==> src/sbr_pkg.sv <==
// Shared types and codes for the switch branch resolver.
`default_nettype none

package sbr_pkg;

    // action codes of an input word
    localparam logic [1:0] ACT_HEADER  = 2'd0;
    localparam logic [1:0] ACT_ENTRY   = 2'd1;
    localparam logic [1:0] ACT_RESOLVE = 2'd2;

    // table kinds
    localparam logic KIND_RANGE = 1'b0;
    localparam logic KIND_KEY   = 1'b1;

    // result status codes
    localparam logic [1:0] STATUS_OK       = 2'd0;
    localparam logic [1:0] STATUS_BAD_HDR  = 2'd1;
    localparam logic [1:0] STATUS_OVERFLOW = 2'd2;

    // sequencer states
    typedef enum logic [3:0] {
        ST_IDLE,
        ST_HDR,
        ST_RLO,
        ST_RHI,
        ST_RDATA,
        ST_KPROBE,
        ST_KCMP,
        ST_DONE
    } t_state;

    // compare flags of the shared subtractor
    typedef struct packed {
        logic lt;
        logic eq;
    } t_alu_flags;

endpackage

`default_nettype wire

==> src/sbr_alu.sv <==
// Shared 33-bit signed subtractor with compare flags.
`default_nettype none

module sbr_alu (
    input  wire logic signed [31:0] i_a,
    input  wire logic signed [31:0] i_b,
    output logic [32:0]             o_diff,
    output sbr_pkg::t_alu_flags     o_flags
);

    // sign-extend both operands so the difference never wraps
    assign o_diff        = {i_a[31], i_a} - {i_b[31], i_b};
    assign o_flags.lt    = o_diff[32];
    assign o_flags.eq    = (o_diff == 33'd0);

endmodule

`default_nettype wire

==> config.mk <==
export PLATFORM = sky130hd
export DESIGN_NAME = sbr_alu
export DESIGN_NICKNAME = d
export VERILOG_FILES = /design/src/sbr_pkg.sv /design/src/sbr_alu.sv
export SDC_FILE = /design/constraint.sdc
export NUM_CORES = 1
export LEC_CHECK = 0
export BUFFER_PORTS_ARGS = -buffer_cell sky130_fd_sc_hd__buf_2
export CORE_MARGIN = 5
export CORE_UTILIZATION = 49
export DETAILED_ROUTE_END_ITERATION = 10
export PLACE_DENSITY_LB_ADDON = 0.3
export SLEW_MARGIN = 20
export SYNTH_ARGS = -nofsm -noshare
export SYNTH_HDL_FRONTEND = slang
export SYNTH_SLANG_ARGS = --single-unit
export TNS_END_PERCENT = 30
==> constraint.sdc <==
create_clock -name vclk -period 5.1
set_clock_uncertainty 0.1 [all_clocks]
set_input_delay 0.255 -clock vclk [all_inputs]
set_output_delay 0.255 -clock vclk [all_outputs]
set_load 0.05 [all_outputs]
**Word-level counts from Yosys, hierarchy flattened**

Cells that the tools add are included.

- Register bits after elaboration: 0
- Input port bits: 64
- Output and inout port bits: 35
- Logic and storage cells: 2

- $add $sub $neg: 1
- Reduce and logical (&&, ||, !) cells: 1

Operators by type and width:

| cell | number |
|---|---|
| zero test 33 bit | 1 |
| subtractor 32 x 32 -> 33 bit | 1 |

**Depth between registers and ports, before layout**

Gate-level depths: netlist of the first run.

- Depth after elaboration: 2
- Gate-level depth with buffers: 13
- Mapped depth without buffers: 13

**Least setup slack after synthesis of the first run**

No wires, ideal clock.

- Path type: input to output
- Start point: in i_a[0]
- End point: out o_flags[0] in the netlist's numbering
- Data arrival time: 4.456 ns
- Data required time: 4.745 ns
- Setup slack: 0.289 ns
- Stages: 13
- Path buffers: 0
- Cell sequence: inv_1 -> ha_1 -> fa_1 -> nand2b_1 -> a21oi_1 -> nor2_1 -> xnor2_1 -> or4_1 -> nor4_1 -> o2111ai_1 -> or4_1 -> or4_1 -> nor4b_2

RTL lines:

| element | line | RTL |
|---|---|---|
| start, declared | sbr_alu.sv:5 | `input wire logic signed [31:0] i_a,` |
| end, declared | sbr_alu.sv:8 | `output sbr_pkg::t_alu_flags o_flags` |

==> results of run 1 <==
## layer usage
| metal | vias to the layer above | wire (um) |
|---|---|---|
| li1 | 1275 | - |
| met1 | 1079 | 2580 |
| met2 | 82 | 2630 |
| met3 | 8 | 412 |
| met4 | 0 | 70 |
| met5 | - | 0 |
## how the worst min path moves through the flow
stage	cells past startpoint	slack, ps	end	startpoint
3_5_place_dp	4	840	o_diff[0]	i_b[0]
6_report	4	840	o_diff[0]	i_b[0]
2_1_floorplan	2	700	o_diff[0]	i_b[0]
4_1_cts	4	840	o_diff[0]	i_b[0]
3_3_place_gp	4	830	o_diff[0]	i_b[0]
5_1_grt	4	860	o_diff[0]	i_b[0]
## cell type report
type                       instances  area, um2  share of cell area [%]
multi-input combinational        255       1790                    71.4
inverter                          43        161                    6.43
tap                               50       62.6                    2.49
timing repair buffer              99        495                    19.7
## cells in the mapped netlist (4+ instances only)
master / instances / share of area [%]
a21o_1: 15 / 5.7
nor3_1: 8 / 2.0
and2_1: 6 / 1.9
a21oi_1: 29 / 7.3
o21ai_0: 21 / 5.3
xnor2_1: 12 / 5.3
inv_1: 43 / 8.2
nand2_1: 24 / 4.6
nand3_1: 8 / 2.0
xor2_1: 9 / 4.0
o21a_1: 5 / 1.9
nor2_1: 19 / 3.6
a21boi_0: 4 / 1.5
ha_1: 32 / 20
clkbuf_1: 4 / 0.76
and3_1: 6 / 1.9
## through the flow
step | total power [uW] | hold WS, ps | utilization (%)
2_1_floorplan | 406 | 699 | -
3_3_place_gp | 524 | 833 | 63.7
3_5_place_dp | 526 | 842 | 63.7
4_1_cts | 529 | 844 | 63.7
5_1_grt | 568 | 857 | 63.7
6_report | 529 | 843 | 63.7
## logic make-up (layout without fill, tap and decap cells)
logic type | after synthesis | after routing | share of synthesized area [%]
buffers and inverters | 48 | 142 | 9.31
and+or+nand+nor | 99 | 99 | 26.6
AOI/OAI and AO/OA | 100 | 100 | 32.5
muxes | 2 | 2 | 1.01
xor gates and xnor gates | 21 | 21 | 9.31
adders and majority gates | 33 | 33 | 21.3
## critical path, stage by stage
cell and delay (ps):
buf_2 100, ha_1 350, o211ai_2 170, a31oi_1 80, o21a_1 230, or2_4 260, a311o_1 370, a222oi_1 360
or4b_1 460, or4_1 470, or4_1 520, nor4b_2 220, buf_2 290
## placed cells by master (no fill, tap or decap), types with 3 or more instances in the layout
| cell | synthesis | layout |
|---|---|---|
| and2_1 | 6 | 6 |
| a21boi_0 | 4 | 4 |
| nand4_1 | 3 | 3 |
| nor3_1 | 8 | 8 |
| ha_1 | 32 | 32 |
| o21ai_0 | 21 | 21 |
| a21o_1 | 15 | 15 |
| o21bai_1 | 3 | 3 |
| or3_1 | 3 | 3 |
| or2_2 | 3 | 3 |
| a211oi_1 | 3 | 3 |
| xor2_1 | 9 | 9 |
| nor2_1 | 19 | 19 |
| o21a_1 | 5 | 5 |
| a21oi_1 | 29 | 29 |
| and3_1 | 6 | 6 |
| buf_2 | 0 | 99 |
| a2111oi_0 | 3 | 3 |
| xnor2_1 | 12 | 12 |
| nand3_1 | 8 | 8 |
| or4_1 | 3 | 3 |
| inv_1 | 43 | 43 |
| nand2_1 | 24 | 24 |
## power breakdown
| part | switching [uW] | internal, uW |
|---|---|---|
| logic | 373 | 156 |
| registers | 0 | 0 |
| clock network | 0 | 0 |
| total | 373 | 156 |
==> impl_metrics.json, run 1 <==
{
  "status": "finished, final reports clean",
  "critPathLaunchType": "input port",
  "layout-drive-gt1-share_pct": 27.0,
  "place_area_um2": 2510,
  "hold_viol": 0,
  "fill_cells": 394,
  "setup_viol": 0,
  "portBuffers": 99,
  "drt-initial-drc-count": 141,
  "arrival_ps": 4150,
  "route.vias.total": 2444,
  "grt_usage_pct": 19.9,
  "io_pins": 99,
  "rsz0062_at_grt": "false",
  "crit_type": "in2out",
  "setup_slack_ps": 594,
  "numSequentialCells": 0,
  "nNetsFinal": 496,
  "postCtsHoldBufs": 0,
  "ir_drop_uv": 120,
  "slew_headroom_pct": 52.2,
  "grt_start_max_net_pins": 11,
  "pre_cts_ws_ps": 633,
  "finalWeightedCongestion": 0.920,
  "startpoint": "i_a[2]",
  "final.min_clock_period_ps": 4510,
  "fin_area_um2": 2510,
  "grt_pass1_wl_um": 9280,
  "placed_cells_incl_taps": 447,
  "vias_per_cell": 5.47,
  "power-per-cell-area_nw_per_um2": 211,
  "avgSynthCellArea_um2": 6.52,
  "grt.overflow.total": 0,
  "drc": 0,
  "antenna_found_initial": 0,
  "final-seq-area_um2": 0,
  "post_drt_wl_per_cell_um": 12.7,
  "synth_area_um2": 1980,
  "synth_warnings": 0,
  "dp_hpwl_um": 5000,
  "seq_area_frac_synth_pct": 0,
  "worstPathRequired_ps": 4740,
  "crit_fanout": 4,
  "fmax_mhz": 222,
  "cts_setup_buffers": 0,
  "synthesis.nets": 400,
  "leakage_uw": 0.00140,
  "synthCells": 303,
  "drt-total-wl_um": 5690,
  "use_met1_pct": 26.8,
  "max_cap_viol_count": 0,
  "cp-endpoint": "o_flags[0]",
  "grt_pass1_vias": 2308,
  "worst_pin_slew_ps": 699,
  "clock_buffers": 0,
  "holdCritPathClass": "in2out",
  "dieArea_um2": 5400,
  "finalNonFillerCells": 447,
  "slew_viol_final": 0,
  "fin_crit_sh_pct": 88.3,
  "syn2layout_area_growth_pct": 27.1,
  "core_um2": 3940,
  "grt_use_met2_pct": 34.8,
  "fin_setup_tns_ps": 0,
  "initial_core_util_pct": 50.1,
  "yosysUniqueCellTypes": 53,
  "busiest_layer": "met2",
  "grtUsageMet3_pct": 1.37,
  "ctsResizeCount": 0,
  "n_antenna_cell": 0,
  "ant_nets": 0,
  "setup.worst_path.end_class": "output port",
  "die_x_um": 73.5,
  "rows": 23,
  "die_y_um": 73.5,
  "drt_pass1_iterations": 4
}
Power figures use the tool's default switching activity.
==> run 2: changes to the inputs <==
--- a/config.mk
+++ b/config.mk
@@ -12,2 +12,3 @@
 export PLACE_DENSITY_LB_ADDON = 0.3
+export REMOVE_ABC_BUFFERS = 1
 export SLEW_MARGIN = 20
--- a/constraint.sdc
+++ b/constraint.sdc
@@ -4,2 +4,2 @@
 set_output_delay 0.255 -clock vclk [all_outputs]
-set_load 0.05 [all_outputs]
+set_load 0.02 [all_outputs]
==> run 2 against run 1 <==
Largest cell class unchanged. Final area stayed put. Via count is 0.82% higher. Flip-flop and latch count stayed put. Critical path depth is 2 higher. Highest routed layer unchanged. Fmax is 1.9% higher. Non-clock buffer count stayed put. Combinational power is 24% lower. First-iteration DRC count is 18% lower. Global-route usage is 0.73 points higher. Setup slack better by 83 ps. Count of clock-buffer cells in the layout stayed put. Worst hold slack worse by 57 ps.
==> impl_metrics.json, run 2 (synthesis gave the netlist of run 1 again) <==
{
  "hold_viol": 0,
  "rows": 23,
  "setup.worst_path.end_class": "output port",
  "final_common_cell": "buf_2",
  "finalHoldWorstSlack_ps": 786,
  "numSequentialCells": 0,
  "setup_viol": 0,
  "ctsResizeCount": 0,
  "nNetsFinal": 496,
  "crit_fanout": 5,
  "fill_cells": 395,
  "cp_slowest_cell": "or4_1",
  "grt_usage_pct": 20.6,
  "post-route-util_pct": 63.7,
  "drc": 0,
  "dieArea_um2": 5400,
  "route.vias.total": 2464,
  "postCtsHoldBufs": 0,
  "ant_nets": 0,
  "status": "finished, final reports clean",
  "cts_setup_buffers": 0,
  "die_x_um": 73.5,
  "holdPathStages": 4,
  "arrival_ps": 4070,
  "grt.overflow.total": 0,
  "finalWeightedCongestion": 0.890,
  "core_um2": 3940,
  "leakage_uw": 0.00140,
  "drt_pass1_iterations": 4,
  "grt_pass1_vias": 2359,
  "grt_pass1_wl_um": 9450,
  "drt-initial-drc-count": 115,
  "worstHoldStart": "i_b[0]",
  "antenna_found_initial": 0,
  "holdCritPathClass": "in2out",
  "dp_hpwl_um": 5100,
  "max_stage_delay_ps": 510,
  "rsz0062_at_grt": "false",
  "clock_buffers": 0,
  "ir_drop_uv": 84.4,
  "grt_start_max_net_pins": 11,
  "syn2layout_area_growth_pct": 27.1,
  "slew_headroom_pct": 48.9,
  "multi_input_area_um2": 1790,
  "vias_per_cell": 5.51,
  "final.min_clock_period_ps": 4420,
  "post_drt_wl_per_cell_um": 12.9,
  "crit_type": "in2out",
  "slew_viol_final": 0,
  "n_antenna_cell": 0,
  "layout-drive-gt1-share_pct": 27.0,
  "cp_cell_sequence": "buf_2 -> inv_1 -> ha_1 -> fa_1 -> nand2b_1 -> a21oi_1 -> o21ai_2 -> a21oi_1 -> o21ai_0 -> a222oi_1 -> or4b_1 -> or4_1 -> or4_1 -> nor4b_2 -> buf_2",
  "fin_setup_tns_ps": 0,
  "worst_pin_slew_ps": 747,
  "max_cap_viol_count": 0,
  "path_buf_inv": 3,
  "setup_slack_ps": 677,
  "power-per-cell-area_nw_per_um2": 161,
  "critPathLaunchType": "input port",
  "io_pins": 99,
  "die_y_um": 73.5,
  "portBuffers": 99,
  "drt-total-wl_um": 5780,
  "final-seq-area_um2": 0,
  "cp.depth": 15,
  "initial_core_util_pct": 50.1,
  "final_cell_mix": "99 x buf_2, 43 x inv_1, 32 x ha_1, 29 x a21oi_1, 24 x nand2_1",
  "cpLargestDelayFamily": "simple AND/OR/NAND/NOR gates",
  "holdPathEnd": "o_diff[0]",
  "pre_cts_ws_ps": 710,
  "fmax_mhz": 226,
  "finalPower_uw": 404,
  "fin_crit_sh_pct": 86.7,
  "worstPathRequired_ps": 4740
}
[run 2: how the worst max path moves through the flow]
| stage | to | slack [ps] | startpoint |
|---|---|---|---|
| 3_3_place_gp | o_flags[0] | 790 | i_a[0] |
| 6_report | o_flags[0] | 680 | i_a[0] |
| 4_1_cts | o_flags[0] | 700 | i_a[0] |
| 3_5_place_dp | o_flags[0] | 710 | i_a[0] |
| 5_1_grt | o_flags[0] | 490 | i_a[0] |
| 2_1_floorplan | o_flags[0] | 990 | i_a[0] |
[run 2: where the power goes]
| part | switching [uW] | total [uW] | internal (uW) | leakage, uW |
|---|---|---|---|---|
| Combinational | 248 | 404 | 156 | 0.00140 |
| Sequential | 0 | 0 | 0 | 0 |
| Clock | 0 | 0 | 0 | 0 |
| Total | 248 | 404 | 156 | 0.00140 |
[run 2: per-stage QoR]
step / cells / area, um2
floorplan: 298 / 1950
global placement: 447 / 2510
detailed placement: 447 / 2510
CTS: 447 / 2510
global route: 447 / 2510
finish: 447 / 2510
[run 2: tightest hold or removal path: cells and delay by family]
family / cells / cell delay [ps]
buffers and inverters: 3 / 270
adder cells (fa/ha/maj): 1 / 110
[run 2: layout make-up]
class	count	share of cell area, %
Multi-Input combinational cell	255	71.4
Timing Repair Buffer	99	19.7
Inverter	43	6.43
Tap cell	50	2.49
[run 2: per-layer routing]
layer	vias to the layer above	global-route usage, %	wire, um
met5	-	0	0
met4	0	4.02	108
met3	10	1.50	387
met2	81	36.6	2660
met1	1087	27.2	2620
li1	1286	-	-
